### config.mk
export PLATFORM = sky130hd
export DESIGN_NAME = fan_duty_from_temp_current_power
export DESIGN_NICKNAME = d
export VERILOG_FILES = /design/src/design/fdt_pkg.sv /design/src/design/fan_duty_from_temp_current_power.sv /design/src/design/fdt_mul.sv /design/src/design/fdt_div.sv
export SDC_FILE = /design/constraint.sdc
export NUM_CORES = 1
export LEC_CHECK = 0
export ABC_CLOCK_PERIOD_IN_PS = 9700
export BUFFER_PORTS_ARGS = -buffer_cell sky130_fd_sc_hd__buf_2
export CORE_MARGIN = 2
export CORE_UTILIZATION = 50
export CTS_BUF_LIST = sky130_fd_sc_hd__clkbuf_16
export DETAILED_ROUTE_END_ITERATION = 12
export GPL_TIMING_DRIVEN = 0
export PLACE_DENSITY = 0.74
export SETUP_SLACK_MARGIN = 0.1
export SYNTH_ARGS = -nofsm -noshare
export SYNTH_HDL_FRONTEND = slang
export SYNTH_SLANG_ARGS = --single-unit
export TNS_END_PERCENT = 10
### constraint.sdc
create_clock -name i_clk -period 9.7 [get_ports i_clk]
set_clock_uncertainty 0.2 [all_clocks]
set_input_delay 1.94 -clock i_clk [delete_from_list [all_inputs] [get_ports i_clk]]
set_output_delay 1.94 -clock i_clk [all_outputs]
set_load 0.05 [all_outputs]
### src/design/fdt_pkg.sv
// Shared widths and constants for the fan duty controller.
// Used by the top level, the bound checker and the testbench.
package fdt_pkg;

    localparam int DUTY_W     = 8;
    localparam int CFG_IDX_W  = 3;
    localparam int CFG_DATA_W = 8;
    localparam int ADC_W      = 16;
    localparam int SPAN_W     = 16;
    localparam int EIGHTH_W   = 11;
    localparam int TDVD_W     = SPAN_W - 3;
    localparam int PMUL_W     = 8;

    localparam logic [DUTY_W-1:0] HOLD_CODE = DUTY_W'(1);

    localparam logic [ADC_W-1:0] CUR_OFF_LIMIT  = ADC_W'(4500 / 3);
    localparam logic [ADC_W-1:0] CUR_HOLD_LIMIT = ADC_W'(4800 / 3);

    localparam logic [CFG_IDX_W-1:0] CFG_DUTY_MIN   = CFG_IDX_W'(0);
    localparam logic [CFG_IDX_W-1:0] CFG_DUTY_MAX   = CFG_IDX_W'(1);
    localparam logic [CFG_IDX_W-1:0] CFG_TEMP_LOW   = CFG_IDX_W'(2);
    localparam logic [CFG_IDX_W-1:0] CFG_TEMP_HIGH  = CFG_IDX_W'(3);
    localparam logic [CFG_IDX_W-1:0] CFG_TEMP_OFF   = CFG_IDX_W'(4);
    localparam logic [CFG_IDX_W-1:0] CFG_POWER_LOW  = CFG_IDX_W'(5);
    localparam logic [CFG_IDX_W-1:0] CFG_POWER_HIGH = CFG_IDX_W'(6);
    localparam logic [CFG_IDX_W-1:0] CFG_POWER_OFF  = CFG_IDX_W'(7);

    localparam logic [DUTY_W-1:0]        RST_DUTY_MIN   = 8'd7;
    localparam logic [DUTY_W-1:0]        RST_DUTY_MAX   = 8'd70;
    localparam logic signed [DUTY_W-1:0] RST_TEMP_LOW   = 8'sd45;
    localparam logic signed [DUTY_W-1:0] RST_TEMP_HIGH  = 8'sd60;
    localparam logic signed [DUTY_W-1:0] RST_TEMP_OFF   = 8'sd40;
    localparam logic [DUTY_W-1:0]        RST_POWER_LOW  = 8'd100;
    localparam logic [DUTY_W-1:0]        RST_POWER_HIGH = 8'd255;
    localparam logic [DUTY_W-1:0]        RST_POWER_OFF  = 8'd85;

endpackage

### src/design/fan_duty_from_temp_current_power.sv
// An accepted request runs to its result before the next request is taken. The
// power path is the longer one: serial power product, serial scale product, then
// the divider.
// A result waiting on o_out_valid holds off only the final load.
// Synchronous active-low reset: config registers to defaults, duty to zero, idle.
module fan_duty_from_temp_current_power
    import fdt_pkg::*;
(
    input  logic                        i_clk,
    input  logic                        i_rst_n,
    input  logic                        i_cfg_wr_en,
    input  logic [CFG_IDX_W-1:0]        i_cfg_idx,
    input  logic [CFG_DATA_W-1:0]       i_cfg_wdata,
    input  logic                        i_in_valid,
    output logic                        o_in_stall,
    input  logic signed [ADC_W-1:0]     i_board_temp,
    input  logic [ADC_W-1:0]            i_current_avg,
    input  logic [ADC_W-1:0]            i_voltage_avg,
    output logic                        o_out_valid,
    input  logic                        i_out_stall,
    output logic [DUTY_W-1:0]           o_fan_duty,
    output logic                        o_duty_updated
);

    typedef enum logic [1:0] {S_IDLE, S_RUN, S_DONE} t_state;

    t_state r_state;

    // configuration
    logic [DUTY_W-1:0]        r_duty_min, r_duty_max;
    logic signed [DUTY_W-1:0] r_temp_low, r_temp_high, r_temp_off;
    logic [DUTY_W-1:0]        r_power_low, r_power_high, r_power_off;

    // per-request context
    logic signed [DUTY_W-1:0] r_deg;
    logic [ADC_W-1:0]         r_cur;
    logic                     r_tq_ok, r_pq_ok;

    logic [DUTY_W-1:0] r_duty;
    logic              r_upd;
    logic              r_out_valid;

    logic                in_acc;
    logic [SPAN_W-1:0]   span;
    logic [EIGHTH_W-1:0] t_x;

    logic                w_done, tm_done, pm_done, td_done, pd_done;
    logic [PMUL_W-1:0]   w_prod;
    logic [SPAN_W-1:0]   t_prod, p_prod;
    logic [TDVD_W-1:0]   t_quot;
    logic [SPAN_W-1:0]   p_quot;
    logic [DUTY_W-1:0]   p_x, t_dvs, p_dvs;

    logic [DUTY_W-1:0] req_t, req_c, req_p, best;
    logic              upd;
    logic              out_free;

    assign in_acc     = i_in_valid && (r_state == S_IDLE);
    assign o_in_stall = (r_state != S_IDLE);

    always_comb begin
        span  = {{(SPAN_W-DUTY_W){1'b0}}, r_duty_max} - {{(SPAN_W-DUTY_W){1'b0}}, r_duty_min};
        // eighths of a degree above the interpolation start
        t_x   = i_board_temp[ADC_W-1:ADC_W-EIGHTH_W] - {r_temp_low, 3'b000};
        p_x   = w_prod - r_power_low;
        t_dvs = DUTY_W'(r_temp_high - r_temp_low);
        p_dvs = r_power_high - r_power_low;
    end

    fdt_mul #(.MCAND_W(PMUL_W), .MPLR_W(PMUL_W)) u_wmul (
        .i_clk   (i_clk),
        .i_rst_n (i_rst_n),
        .i_start (in_acc),
        .i_mcand (i_voltage_avg[ADC_W-1:ADC_W-PMUL_W]),
        .i_mplr  (i_current_avg[ADC_W-1:ADC_W-PMUL_W]),
        .o_done  (w_done),
        .o_prod  (w_prod)
    );

    fdt_mul #(.MCAND_W(SPAN_W), .MPLR_W(EIGHTH_W)) u_tmul (
        .i_clk   (i_clk),
        .i_rst_n (i_rst_n),
        .i_start (in_acc),
        .i_mcand (span),
        .i_mplr  (t_x),
        .o_done  (tm_done),
        .o_prod  (t_prod)
    );

    fdt_mul #(.MCAND_W(SPAN_W), .MPLR_W(DUTY_W)) u_pmul (
        .i_clk   (i_clk),
        .i_rst_n (i_rst_n),
        .i_start (w_done),
        .i_mcand (span),
        .i_mplr  (p_x),
        .o_done  (pm_done),
        .o_prod  (p_prod)
    );

    fdt_div #(.DVD_W(TDVD_W), .DVS_W(DUTY_W)) u_tdiv (
        .i_clk   (i_clk),
        .i_rst_n (i_rst_n),
        .i_start (tm_done),
        .i_dvd   (t_prod[SPAN_W-1:3]),
        .i_dvs   (t_dvs),
        .o_done  (td_done),
        .o_quot  (t_quot)
    );

    fdt_div #(.DVD_W(SPAN_W), .DVS_W(DUTY_W)) u_pdiv (
        .i_clk   (i_clk),
        .i_rst_n (i_rst_n),
        .i_start (pm_done),
        .i_dvd   (p_prod),
        .i_dvs   (p_dvs),
        .o_done  (pd_done),
        .o_quot  (p_quot)
    );

    always_comb begin
        if (r_deg < r_temp_off) begin
            req_t = '0;
        end else if (r_deg < r_temp_low) begin
            req_t = HOLD_CODE;
        end else if (r_deg >= r_temp_high) begin
            req_t = r_duty_max;
        end else begin
            req_t = t_quot[DUTY_W-1:0] + r_duty_min;
        end

        if (r_cur < CUR_OFF_LIMIT) begin
            req_c = '0;
        end else if (r_cur < CUR_HOLD_LIMIT) begin
            req_c = HOLD_CODE;
        end else begin
            req_c = r_duty_min;
        end

        if (w_prod < r_power_off || w_prod < r_power_low) begin
            req_p = '0;
        end else if (w_prod >= r_power_high) begin
            req_p = r_duty_max;
        end else begin
            req_p = p_quot[DUTY_W-1:0] + r_duty_min;
        end

        best = (req_c > req_t) ? req_c : req_t;
        if (req_p > best) begin
            best = req_p;
        end
        upd = (best != HOLD_CODE);
    end

    assign out_free = !r_out_valid || !i_out_stall;

    always_ff @(posedge i_clk) begin
        if (!i_rst_n) begin
            r_state     <= S_IDLE;
            r_out_valid <= 1'b0;
            r_duty      <= '0;
            r_upd       <= 1'b0;
            r_tq_ok     <= 1'b0;
            r_pq_ok     <= 1'b0;
        end else begin
            // drop a taken result; S_DONE reloads the output register itself
            if (r_out_valid && !i_out_stall && (r_state != S_DONE)) begin
                r_out_valid <= 1'b0;
            end
            case (r_state)
                S_IDLE: begin
                    if (in_acc) begin
                        r_tq_ok <= 1'b0;
                        r_pq_ok <= 1'b0;
                        r_state <= S_RUN;
                    end
                end
                S_RUN: begin
                    if (td_done) begin
                        r_tq_ok <= 1'b1;
                    end
                    if (pd_done) begin
                        r_pq_ok <= 1'b1;
                    end
                    if ((r_tq_ok || td_done) && (r_pq_ok || pd_done)) begin
                        r_state <= S_DONE;
                    end
                end
                S_DONE: begin
                    // load only once the previous result has left
                    if (out_free) begin
                        if (upd) begin
                            r_duty <= best;
                        end
                        r_upd       <= upd;
                        r_out_valid <= 1'b1;
                        r_state     <= S_IDLE;
                    end
                end
                default: begin
                    r_state <= S_IDLE;
                end
            endcase
        end
    end

    always_ff @(posedge i_clk) begin
        if (in_acc) begin
            r_deg <= i_board_temp[ADC_W-1:ADC_W-DUTY_W];
            r_cur <= i_current_avg;
        end
    end

    always_ff @(posedge i_clk) begin
        if (!i_rst_n) begin
            r_duty_min   <= RST_DUTY_MIN;
            r_duty_max   <= RST_DUTY_MAX;
            r_temp_low   <= RST_TEMP_LOW;
            r_temp_high  <= RST_TEMP_HIGH;
            r_temp_off   <= RST_TEMP_OFF;
            r_power_low  <= RST_POWER_LOW;
            r_power_high <= RST_POWER_HIGH;
            r_power_off  <= RST_POWER_OFF;
        end else if (i_cfg_wr_en) begin
            case (i_cfg_idx)
                CFG_DUTY_MIN:   r_duty_min   <= i_cfg_wdata;
                CFG_DUTY_MAX:   r_duty_max   <= i_cfg_wdata;
                CFG_TEMP_LOW:   r_temp_low   <= i_cfg_wdata;
                CFG_TEMP_HIGH:  r_temp_high  <= i_cfg_wdata;
                CFG_TEMP_OFF:   r_temp_off   <= i_cfg_wdata;
                CFG_POWER_LOW:  r_power_low  <= i_cfg_wdata;
                CFG_POWER_HIGH: r_power_high <= i_cfg_wdata;
                CFG_POWER_OFF:  r_power_off  <= i_cfg_wdata;
                default: ;
            endcase
        end
    end

    assign o_out_valid    = r_out_valid;
    assign o_fan_duty     = r_duty;
    assign o_duty_updated = r_upd;

endmodule

### src/design/fdt_mul.sv
// Bit-serial shift-add multiplier, product kept modulo 2^MCAND_W.
// One multiplier bit per cycle; no package dependency.
module fdt_mul #(
    parameter int MCAND_W = 16,
    parameter int MPLR_W  = 8
) (
    input  logic               i_clk,
    input  logic               i_rst_n,
    input  logic               i_start,
    input  logic [MCAND_W-1:0] i_mcand,
    input  logic [MPLR_W-1:0]  i_mplr,
    output logic               o_done,
    output logic [MCAND_W-1:0] o_prod
);

    localparam int CNT_W = $clog2(MPLR_W + 1);

    logic               r_busy;
    logic               r_done;
    logic [CNT_W-1:0]   r_cnt;
    logic [MCAND_W-1:0] r_mcand;
    logic [MPLR_W-1:0]  r_mplr;
    logic [MCAND_W-1:0] r_acc;

    always_ff @(posedge i_clk) begin
        if (!i_rst_n) begin
            r_busy <= 1'b0;
            r_done <= 1'b0;
            r_cnt  <= '0;
        end else begin
            r_done <= 1'b0;
            if (i_start) begin
                r_busy <= 1'b1;
                r_cnt  <= CNT_W'(MPLR_W);
            end else if (r_busy) begin
                r_cnt <= r_cnt - CNT_W'(1);
                if (r_cnt == CNT_W'(1)) begin
                    r_busy <= 1'b0;
                    r_done <= 1'b1;
                end
            end
        end
    end

    always_ff @(posedge i_clk) begin
        if (i_start) begin
            r_acc   <= '0;
            r_mcand <= i_mcand;
            r_mplr  <= i_mplr;
        end else if (r_busy) begin
            if (r_mplr[0]) begin
                r_acc <= r_acc + r_mcand;
            end
            r_mcand <= {r_mcand[MCAND_W-2:0], 1'b0};
            r_mplr  <= {1'b0, r_mplr[MPLR_W-1:1]};
        end
    end

    assign o_done = r_done;
    assign o_prod = r_acc;

endmodule

### src/design/fdt_div.sv
// Restoring divider, one quotient bit per cycle.
// Quotient shifts into the dividend register; no package dependency.
module fdt_div #(
    parameter int DVD_W = 16,
    parameter int DVS_W = 8
) (
    input  logic             i_clk,
    input  logic             i_rst_n,
    input  logic             i_start,
    input  logic [DVD_W-1:0] i_dvd,
    input  logic [DVS_W-1:0] i_dvs,
    output logic             o_done,
    output logic [DVD_W-1:0] o_quot
);

    localparam int CNT_W = $clog2(DVD_W + 1);

    logic             r_busy;
    logic             r_done;
    logic [CNT_W-1:0] r_cnt;
    logic [DVD_W-1:0] r_dvd;
    logic [DVS_W-1:0] r_dvs;
    logic [DVS_W-1:0] r_rem;
    logic [DVS_W:0]   trial;
    logic             q_bit;

    always_comb begin
        trial = {r_rem, r_dvd[DVD_W-1]};
        q_bit = (trial >= {1'b0, r_dvs});
    end

    always_ff @(posedge i_clk) begin
        if (!i_rst_n) begin
            r_busy <= 1'b0;
            r_done <= 1'b0;
            r_cnt  <= '0;
        end else begin
            r_done <= 1'b0;
            if (i_start) begin
                r_busy <= 1'b1;
                r_cnt  <= CNT_W'(DVD_W);
            end else if (r_busy) begin
                r_cnt <= r_cnt - CNT_W'(1);
                if (r_cnt == CNT_W'(1)) begin
                    r_busy <= 1'b0;
                    r_done <= 1'b1;
                end
            end
        end
    end

    always_ff @(posedge i_clk) begin
        if (i_start) begin
            r_dvd <= i_dvd;
            r_dvs <= i_dvs;
            r_rem <= '0;
        end else if (r_busy) begin
            // subtract when the trial remainder covers the divisor
            if (q_bit) begin
                r_rem <= DVS_W'(trial - {1'b0, r_dvs});
            end else begin
                r_rem <= trial[DVS_W-1:0];
            end
            r_dvd <= {r_dvd[DVD_W-2:0], q_bit};
        end
    end

    assign o_done = r_done;
    assign o_quot = r_dvd;

endmodule

# After elaboration in Yosys (flattened, before gate mapping)
# Index checks and enable logic that the tools add are counted.
classes:
  addsub: 17
  n_lt_le_gt_ge: 12
  n_eq_ne: 21
  muxes: 69
  bitwise: 6
  reduce_logical: 44
op_table:
  columns: ["op", "count"]
  rows:
  - ["2-to-1 mux 8 bit", 17]
  - ["2-to-1 mux 16 bit", 6]
  - ["subtractor 8 bit", 5]
  - ["adder 16 bit", 2]
  - ["< comparator 16 x 11 -> 1 bit, second input constant", 2]
  - ["< comparator 8 bit", 4]
  - ["2-to-1 mux 4 bit", 8]
  - ["2-to-1 mux 1 bit", 26]
  - ["2-to-1 mux 13 bit", 2]
  - ["adder 8 bit", 3]
  - ["AND reduction 2 bit", 12]
  - ["2-to-1 mux 11 bit", 2]
  - [">= comparator 9 x 8 -> 1 bit", 2]
  - ["equality test 4 x 1 -> 1 bit, second input constant", 4]
  - [">= comparator 8 bit", 2]
  - ["> comparator 8 bit", 2]
  - ["subtractor 4 x 1 -> 4 bit, second input constant", 4]
  - ["OR reduction 3 bit", 5]
  - ["nonzero test 2 bit", 7]
  - ["equality test 3 bit, second input constant", 4]
  - ["AND reduction 3 bit", 4]
  - ["subtractor 11 bit", 1]
  - ["2-to-1 mux 5 bit", 2]
  - ["subtractor 8 x 8 -> 9 bit", 1]
  - ["19 further kinds", 42]
totals:
  ff_bits: 301
  out_inout_bits: 11
  elab_cells: 220

# Logic depth before layout (Yosys ltp)
# Gate-level depths: netlist (run 1).
logic_depth:
  ltp_word: 10
  ltp_mapped: 30
  ltp_nobuf: 27

# Cells and area by module
# From an unflattened synthesis (run 1), not the netlist that was laid out.
unflattened:
  cells_unflattened: 1878
  area_unflattened_um2: 18196.2
modules_own_cells:
  columns: ["module", "n_inst", "cells_each", "area_each_um2", "seq_area_each_um2"]
  rows:
  - ["fan_duty_from_temp_current_power", 1, 909, 7512.2, 2222.1]
  - ["fdt_mul (u_tmul)", 1, 249, 2728.9, 1251.2]
  - ["fdt_mul (u_pmul)", 1, 242, 2563.7, 1161.1]
  - ["fdt_div (u_pdiv)", 1, 166, 1975.6, 1021.0]
  - ["fdt_div (u_tdiv)", 1, 177, 1888.1, 910.9]
  - ["fdt_mul (u_wmul)", 1, 135, 1527.7, 760.7]

# Least setup slack after synthesis (run 1)
# No wires, ideal clock.
synth_timing:
  kind: "register to register"
  startpoint: "reg r_deg[3]"
  endpoint: "reg r_duty[0], in the netlist o_fan_duty[0]"
  setup_ns: 0.119
  arrival_time_ns: 5.364
  path_slack_ns: 4.017
  stages_incl_launch_ff: 28
  n_path_buf: 3
  period_less_slack_ns: 5.683
  cell_sequence: "edfxtp_1 -> ha_1 -> nand4_1 -> nor2_1 -> nor4b_2 -> a21o_1 -> buf_4 -> mux2i_1 -> or3_1 -> ha_1 -> nand3_1 -> o2111a_2 -> or3_4 -> nor2_4 -> a21oi_1 -> a21o_1 -> ha_1 -> nand3_1 -> nor2_1 -> a32oi_1 -> and2_1 -> buf_2 -> nor4_4 -> a221oi_1 -> and3_4 -> buf_6 -> a31oi_1 -> o221a_1"
synth_via:
  elab_chain_cells: 10
synth_lines:
  columns: ["item", "line", "rtl"]
  rows:
  - ["start: declaration", "fan_duty_from_temp_current_power.sv:35", "logic signed [DUTY_W-1:0] r_deg;"]
  - ["start signal: assignment", "fan_duty_from_temp_current_power.sv:208", "r_deg <= i_board_temp[ADC_W-1:ADC_W-DUTY_W];"]
  - [">= comparator 8 bit", "fan_duty_from_temp_current_power.sv:125", "end else if (r_deg >= r_temp_high) begin"]
  - ["2-to-1 mux 8 bit", "fan_duty_from_temp_current_power.sv:125", null]
  - ["2-to-1 mux 8 bit", "fan_duty_from_temp_current_power.sv:123", "end else if (r_deg < r_temp_low) begin"]
  - ["2-to-1 mux 8 bit (*)", "fan_duty_from_temp_current_power.sv:121", "if (r_deg < r_temp_off) begin"]
  - ["> comparator 8 bit", "fan_duty_from_temp_current_power.sv:147", "best = (req_c > req_t) ? req_c : req_t;"]
  - ["2-to-1 mux 8 bit (*)", "fan_duty_from_temp_current_power.sv:147", null]
  - ["> comparator 8 bit", "fan_duty_from_temp_current_power.sv:148", "if (req_p > best) begin"]
  - ["2-to-1 mux 8 bit (*)", "fan_duty_from_temp_current_power.sv:148", null]
  - ["!= test 8 x 1 -> 1 bit", "fan_duty_from_temp_current_power.sv:151", "upd = (best != HOLD_CODE);"]
  - ["AND reduction 3 bit (no source line)", null, null]
  - ["end signal: assignment", "fan_duty_from_temp_current_power.sv:192", "r_duty <= best;"]
  - ["end: declaration", "fan_duty_from_temp_current_power.sv:39", "logic [DUTY_W-1:0] r_duty;"]
# Mark *: on every way between the ends. The rest lies on a longest branch, timed or not.
# A chain may end at the register's enable or synchronous reset.

# Final worst setup path (run 1)
layout_timing:
  startpoint: "reg r_duty_min[0]"
  endpoint: "reg r_duty[0], in the netlist o_fan_duty[0]"
layout_via:
  elab_chain_cells: 10
layout_lines:
  columns: ["item", "line", "rtl"]
  rows:
  - ["start: declaration", "fan_duty_from_temp_current_power.sv:30", "logic [DUTY_W-1:0] r_duty_min, r_duty_max;"]
  - ["start signal: assignment", "fan_duty_from_temp_current_power.sv:225", "CFG_DUTY_MIN: r_duty_min <= i_cfg_wdata;"]
  - ["adder 8 bit", "fan_duty_from_temp_current_power.sv:128", "req_t = t_quot[DUTY_W-1:0] + r_duty_min;"]
  - ["2-to-1 mux 8 bit", "fan_duty_from_temp_current_power.sv:125", null]
  - ["2-to-1 mux 8 bit", "fan_duty_from_temp_current_power.sv:123", null]
  - ["2-to-1 mux 8 bit", "fan_duty_from_temp_current_power.sv:121", null]
  - ["> comparator 8 bit", "fan_duty_from_temp_current_power.sv:147", null]
  - ["2-to-1 mux 8 bit", "fan_duty_from_temp_current_power.sv:147", null]
  - ["> comparator 8 bit", "fan_duty_from_temp_current_power.sv:148", null]
  - ["2-to-1 mux 8 bit (*)", "fan_duty_from_temp_current_power.sv:148", null]
  - ["!= test 8 x 1 -> 1 bit", "fan_duty_from_temp_current_power.sv:151", null]
  - ["AND reduction 3 bit (no source line)", null, null]
# Marked as above.

==> results of run 1 <==
[power breakdown]
group	internal (mW)	switching, mW
registers	1.42	0.0742
logic	0.334	0.447
clock network	0.754	0.523
total	2.51	1.04
[path summary, 6_finish.rpt]
path | from | endpoint | slack, ns | cells past startpoint
setup reg to reg | r_duty_min[0] | o_fan_duty[0] | 3.02 | 27
setup / recovery | r_duty_min[0] | o_fan_duty[0] | 3.02 | 27
hold / removal | r_power_low[3] | r_power_low[3] | 0.26 | 2
hold reg to reg | r_power_low[3] | r_power_low[3] | 0.26 | 2
[cell families (layout without fill, tap and decap cells)]
group                    count (synthesis)  count (layout)  share of synthesized area (%)
AND/OR/NAND/NOR                        624             624                           16.3
AO/OA/AOI/OAI                          415             415                           15.5
flip-flops                             299             299                           41.7
buffers and inverters                  213             324                           4.87
adder cells (fa/ha/maj)                179             179                           13.3
XOR/XNOR                                89              89                           4.43
multiplexers                            63              63                           3.92
[layout make-up]
type	count	area (um^2)	area share [%]
plain buffers	73	333	1.71
clock buffers	36	901	4.62
clock inverters	26	203	1.04
inverters	140	526	2.69
multi-input cells	1370	9400	48.2
flip-flops and latches	299	7330	37.6
well taps	455	569	2.92
repair buffers	49	245	1.26
[through the flow]
step           util (%)  hold WS [ns]  instance area [um^2]
2_1_floorplan         -         0.235                 17600
3_3_place_gp       53.1         0.245                 18400
3_5_place_dp       53.1         0.250                 18400
4_1_cts            56.3         0.258                 19500
5_1_grt            56.3         0.281                 19500
6_report           56.3         0.259                 19500
[sequential cells by signal (all words and copies together), names as in the netlist, 11 cells and up]
signal / count
u_tmul.r_mplr: 11
u_tdiv.o_quot: 13
u_pmul.r_mcand: 16
u_pdiv.o_quot: 16
u_tmul.o_prod: 16
u_tmul.r_mcand: 16
u_pmul.o_prod: 16
r_cur: 14
[routing by layer]
metal / global-route usage [%] / up-vias / routed length [um]
met1: 30.7 / 6634 / 18700
met2: 39.7 / 392 / 20100
met4: 8.70 / 2 / 1430
li1: - / 6788 / -
met5: 2.34 / - / 113
met3: 4.83 / 92 / 2870
[critical path, stage by stage (launching register included)]
cell	delay, ns
dfxtp_1	0.56
ha_1	0.28
a21oi_1	0.11
o211ai_1	0.23
a211oi_1	0.12
or3_1	0.37
a31oi_1	0.31
nand2_1	0.10
ha_1	0.34
a211o_1	0.31
a21oi_1	0.12
o2111a_2	0.24
nor3_4	0.07
nor3_2	0.41
a21oi_1	0.08
a21o_1	0.20
ha_1	0.30
nand3_1	0.11
nor2_1	0.05
a32oi_1	0.25
and2_1	0.16
buf_2	0.23
nor4_4	0.08
a221oi_1	0.57
and3_4	0.30
buf_6	0.13
a31oi_1	0.08
o221a_1	0.24
[placed cells by master (no fill, tap or decap), types with 36 or more instances in the layout]
cell type	count
o21ai_0	67
xor2_1	37
inv_1	147
nor2_1	131
buf_2	52
xnor2_1	52
edfxtp_1	134
clkbuf_16	36
ha_1	167
a21oi_1	138
dfxtp_1	165
a21o_1	45
clkbuf_1	51
nand2_1	290
nand3_1	38
mux2_2	40
==> results.tsv, run 1 <==
metric	value	unit
synth_area	17600	um^2
fill_cells	2979	
cts_resized	0	
grt_max_degree	32	
crit_path_end_kind	register	
clock-sinks	299	
diodes	0	
num_io_pins	75	
drc	0	
ir_drop	0.000175	V
wl	43.2	mm
avgSynthCellArea	9.34	um^2
ant_nets	0	
setup_tns	0	ns
vias_per_cell	5.68	
clockBufferDepth	3	
vias	13900	
cts_tree	done	
grt-ovfl-total	0	
min_period_over_period	68.9	%
grt_usage	23.9	%
grt_pass1_wl	69.8	mm
antenna_found_initial	0	
wire_per_inst	17.7	um
row_count	68	
cap_violations	0	
cp.arrival	6.89	ns
synth_cells	1882	
synth.net_count	2125	
setup_viol	0	
yosysTopAreaCellShare	22.9	%
hold_buffers	0	
synth_cell_types	85	
fin_crit	6.68	ns
hold_path_class	register to register	
ys_warn_count	0	
coreArea	34600	um^2
yosys.area.top_type	edfxtp_1	
clk_latency	0.53	ns
setup_slack	3.02	ns
dp_slack	3.10	ns
drv_slew	0	
die_area	36700	um^2
fin_total_pwr	3.55	mW
h-tree-depth	2	
drt_iter0_drc	921	
gp_congestion	0.914	
post_cts_buffers	0	
grt_pass1_vias	13900	
ys_async_sr_fraction	0	%
synth_edf_count	134	
critPathLaunchType	register	
synth-seq-cells	299	
worst_pin_slew	1.16	ns
die_h	192	um
crit_required	9.91	ns
cts-root-buf	clkbuf_16	
drt-pass1-iter-count	7	
drive_gt1_share	9.78	%
die_w	192	um
ys_seq_area_share	41.7	%
fmaxAchievable	0.150	GHz
start_util	50.8	%
nets	2210	
rsz0062_at_grt	false	
p_leak	8.23	nW
crit_type	register to register	
dpl.cell_count	2386	
hold_violations	0	
path_clk_slew	0.06	ns
yosysMostFrequentCell	nand2_1	
cts_made_buffers	34	
power_density	182	nW/um^2
outcome	completed	
hpwlAfterDp	32.3	mm
area_delta_synth_final	10.9	%
slew_headroom	21.8	%
port_buffers	49	
instances_no_fill	2448	
cp_max_fo	9	
synthTopCellsByArea	edfxtp_1 (23%), dfxtp_1 (19%), ha_1 (12%)	
ys.flop_type	dfxtp_1	
yosys-top-cells-count	nand2_1 (290), ha_1 (167), dfxtp_1 (165)	
(Power assumes the default switching activity.)
==> inputs of run 2 (changes only) <==
--- a/config.mk
+++ b/config.mk
@@ -5,14 +5,15 @@
 export SDC_FILE = /design/constraint.sdc
 export NUM_CORES = 1
 export LEC_CHECK = 0
-export ABC_CLOCK_PERIOD_IN_PS = 9700
+export ABC_AREA = 1
+export ABC_CLOCK_PERIOD_IN_PS = 5700
 export BUFFER_PORTS_ARGS = -buffer_cell sky130_fd_sc_hd__buf_2
 export CORE_MARGIN = 2
 export CORE_UTILIZATION = 50
 export CTS_BUF_LIST = sky130_fd_sc_hd__clkbuf_16
 export DETAILED_ROUTE_END_ITERATION = 12
 export GPL_TIMING_DRIVEN = 0
-export PLACE_DENSITY = 0.74
+export PLACE_DENSITY = 0.76
 export SETUP_SLACK_MARGIN = 0.1
 export SYNTH_ARGS = -nofsm -noshare
 export SYNTH_HDL_FRONTEND = slang
==> constraint.sdc (replaced) <==
create_clock -name i_clk -period 5.7 [get_ports i_clk]
set_clock_uncertainty 0.2 [all_clocks]
set_input_delay 1.14 -clock i_clk [delete_from_list [all_inputs] [get_ports i_clk]]
set_output_delay 1.14 -clock i_clk [all_outputs]
set_load 0.05 [all_outputs]
==> run 2 against run 1 <==
Synthesized cell count is 12% higher. Via count is 4.8% higher. Register-to-register slack worse by 2.6 ns. Die area is 1.5% lower. Critical path type unchanged. First-iteration DRC count is 6.3% higher.
==> results.tsv, run 2 <==
metric	value	unit	change
vias	14600		+4.8%
antenna_found_initial	1		+1
instances_no_fill	2681		+9.5%
die_w	190	um	-0.74%
crit_type	register to register		
outcome	completed		
post-route-util	56.5	%	+0.18 points
clock-sinks	299		unchanged
cts_tree	done		
min_period_over_period	93.4	%	+25 points
fin_total_pwr	6.42	mW	+81%
synthTopCellsByArea	edfxtp_1 (23%), dfxtp_1 (19%), ha_1 (12%)		
setup_tns	0	ns	unchanged
drive_gt1_share	6.78	%	-3.0 points
synth_cell_types	52		-39%
ys.flop_type	dfxtp_1		
layout_common_cells	nand2_1 (467), inv_1 (292), a21oi_1 (195)		
drt-pass1-iter-count	5		-2
die_h	190	um	-0.74%
cts_made_buffers	34		unchanged
power_density	332	nW/um^2	+82%
drc	0		unchanged
ir_drop	0.000227	V	+30%
cp_num_buf_inv	5		+3
h-tree-depth	2		unchanged
path_clk_slew	0.06	ns	about the same
vias_per_cell	5.44		-4.3%
synth_area	17300	um^2	-1.5%
wl	43.7	mm	+1.0%
crit_path_end_kind	register		
cp.arrival	5.51	ns	-1.38 ns
synth-seq-cells	299		unchanged
worst_pin_slew	1.15	ns	-0.0136 ns
dpl.cell_count	2611		+9.4%
p_leak	9.11	nW	+11%
synth_cells	2100		+12%
cpPeakStageDelay	0.54	ns	-0.03 ns
area_delta_synth_final	11.9	%	
hold_buffers	0		unchanged
gp_congestion	0.953		+4.3%
grt_pass1_vias	13800		-0.30%
cts-root-buf	clkbuf_16		
ys_async_sr_fraction	0	%	unchanged
ys_seq_area_share	42.3	%	+0.64 points
yosys-top-cells-count	nand2_1 (471), inv_1 (285), a21oi_1 (196)		
start_util	50.5	%	-0.27 points
clockBufferDepth	3		unchanged
cap_violations	0		unchanged
yosys.area.top_type	edfxtp_1		
num_io_pins	75		unchanged
hold-worst-slack	0.270	ns	+0.0116 ns
fmaxAchievable	0.188	GHz	+25%
diodes	0		unchanged
rsz0062_at_grt	false		
worst_path_max_delay_cell	edfxtp_1		
hpwlAfterDp	32.8	mm	+1.5%
ys_warn_count	0		unchanged
row_count	68		unchanged
hold_violations	0		unchanged
avgSynthCellArea	8.25	um^2	-12%
grt-ovfl-total	0		unchanged
wire_per_inst	16.3	um	-7.8%
die_area	36100	um^2	-1.5%
port_buffers	56		+14%
grt_pass1_wl	68.4	mm	-2.0%
drt_iter0_drc	979		+6.3%
yosysTopAreaCellShare	23.2	%	+0.35 points
hold_path_class	register to register		
drv_slew	0		unchanged
yosysMostFrequentCell	nand2_1		
cpLargestDelayFamily	simple AND/OR/NAND/NOR gates		
clk_latency	0.51	ns	-0.02 ns
setup_viol	0		unchanged
crit_top_cell	nand2_1		
grt_usage	23.8	%	-0.18 points
crit_required	5.89	ns	-4.02 ns
fin_crit	5.32	ns	-1.36 ns
ant_nets	0		unchanged
slew_headroom	23.2	%	+1.3 points
cp_max_fo	10		+1
critPathLaunchType	register		
grt_max_degree	32		unchanged
synth_edf_count	134		unchanged
synth.net_count	2343		+10%
final_common_cell	nand2_1		
coreArea	34300	um^2	-0.98%
nets	2444		+11%
==> run 2: cell types whose count changed after synthesis, sizes merged, moves of 31 or more <==
| cell | before | now |
|---|---|---|
| nand2 | 291 | 473 |
| inv | 139 | 287 |
| o21ai | 74 | 177 |
| a21oi | 142 | 197 |
| mux2 | 41 | 0 |
| a21o | 45 | 6 |
| nand3 | 38 | 76 |
| nand2b | 33 | 0 |
| nor2b | 32 | 0 |
| xnor2 | 52 | 21 |
==> run 2: logic make-up (layout without fill, tap and decap cells) <==
logic type | count (synthesis) | count (layout) | share of synthesized area, %
AO/OA/AOI/OAI | 481 | 481 | 15.5
XOR/XNOR | 75 | 75 | 3.79
adder cells (fa/ha/maj) | 179 | 179 | 13.5
buffers and inverters | 344 | 468 | 7.54
flip-flops | 299 | 299 | 42.3
AND/OR/NAND/NOR | 722 | 724 | 17.4
==> run 2: timing repair <==
action                     in CTS  in global routing
setup endpoints to repair       9                  9
resized for setup               2                 23
gates cloned                    0                  2
pin swaps                       0                  6
buffers inserted                0                  7
==> run 2: final timing paths <==
path,from,end,slack (ns),cells after the start
hold reg to reg,r_power_off[1],r_power_off[1],0.27,2
setup reg to reg,r_deg[7],o_fan_duty[7],0.38,36
hold / removal,r_power_off[1],r_power_off[1],0.27,2
setup / recovery,r_deg[7],o_fan_duty[7],0.38,36
==> run 2: cell type report <==
cell class / count / area, um^2
Clock inverter: 26 / 168
Tap cell: 455 / 569
Timing Repair Buffer: 63 / 333
Sequential cell: 299 / 7330
Inverter: 292 / 1100
Multi-Input combinational cell: 1459 / 8780
Buffer: 52 / 218
Fill cell: 3046 / 14900
Clock buffer: 35 / 876
==> run 2: per-stage QoR <==
stage	instance area (um^2)	setup slack [ns]
floorplan	17300	0.908
global placement	18200	0.199
detailed placement	18200	0.0144
CTS	19200	0.105
global route	19400	0.0219
finish	19400	0.376
==> run 2: metal layers <==
metal  global-route usage, %  wire length, um  vias to the layer above
li1                        -                -                     7273
met3                    4.54             3400                      129
met5                       0               13                        -
met2                    38.6            19700                      518
met1                    30.9            18700                     6650
met4                    10.5             1800                        2
==> run 2: worst register-to-register path: cells and delay by family, from the launching register on <==
kind                       cells  cell delay, ns
AOI/OAI and AO/OA              6            0.70
adders and majority gates      3            0.89
buffers and inverters          5            0.63
DFF                            1            0.54
and+or+nand+nor               22            2.26
==> run 2: power breakdown <==
part / internal (mW) / total [mW] / switching (mW) / leakage [nW]
sequential: 2.48 / 2.63 / 0.151 / 2.61
combinational: 0.648 / 1.72 / 1.07 / 5.95
clock: 1.20 / 2.07 / 0.871 / 0.553
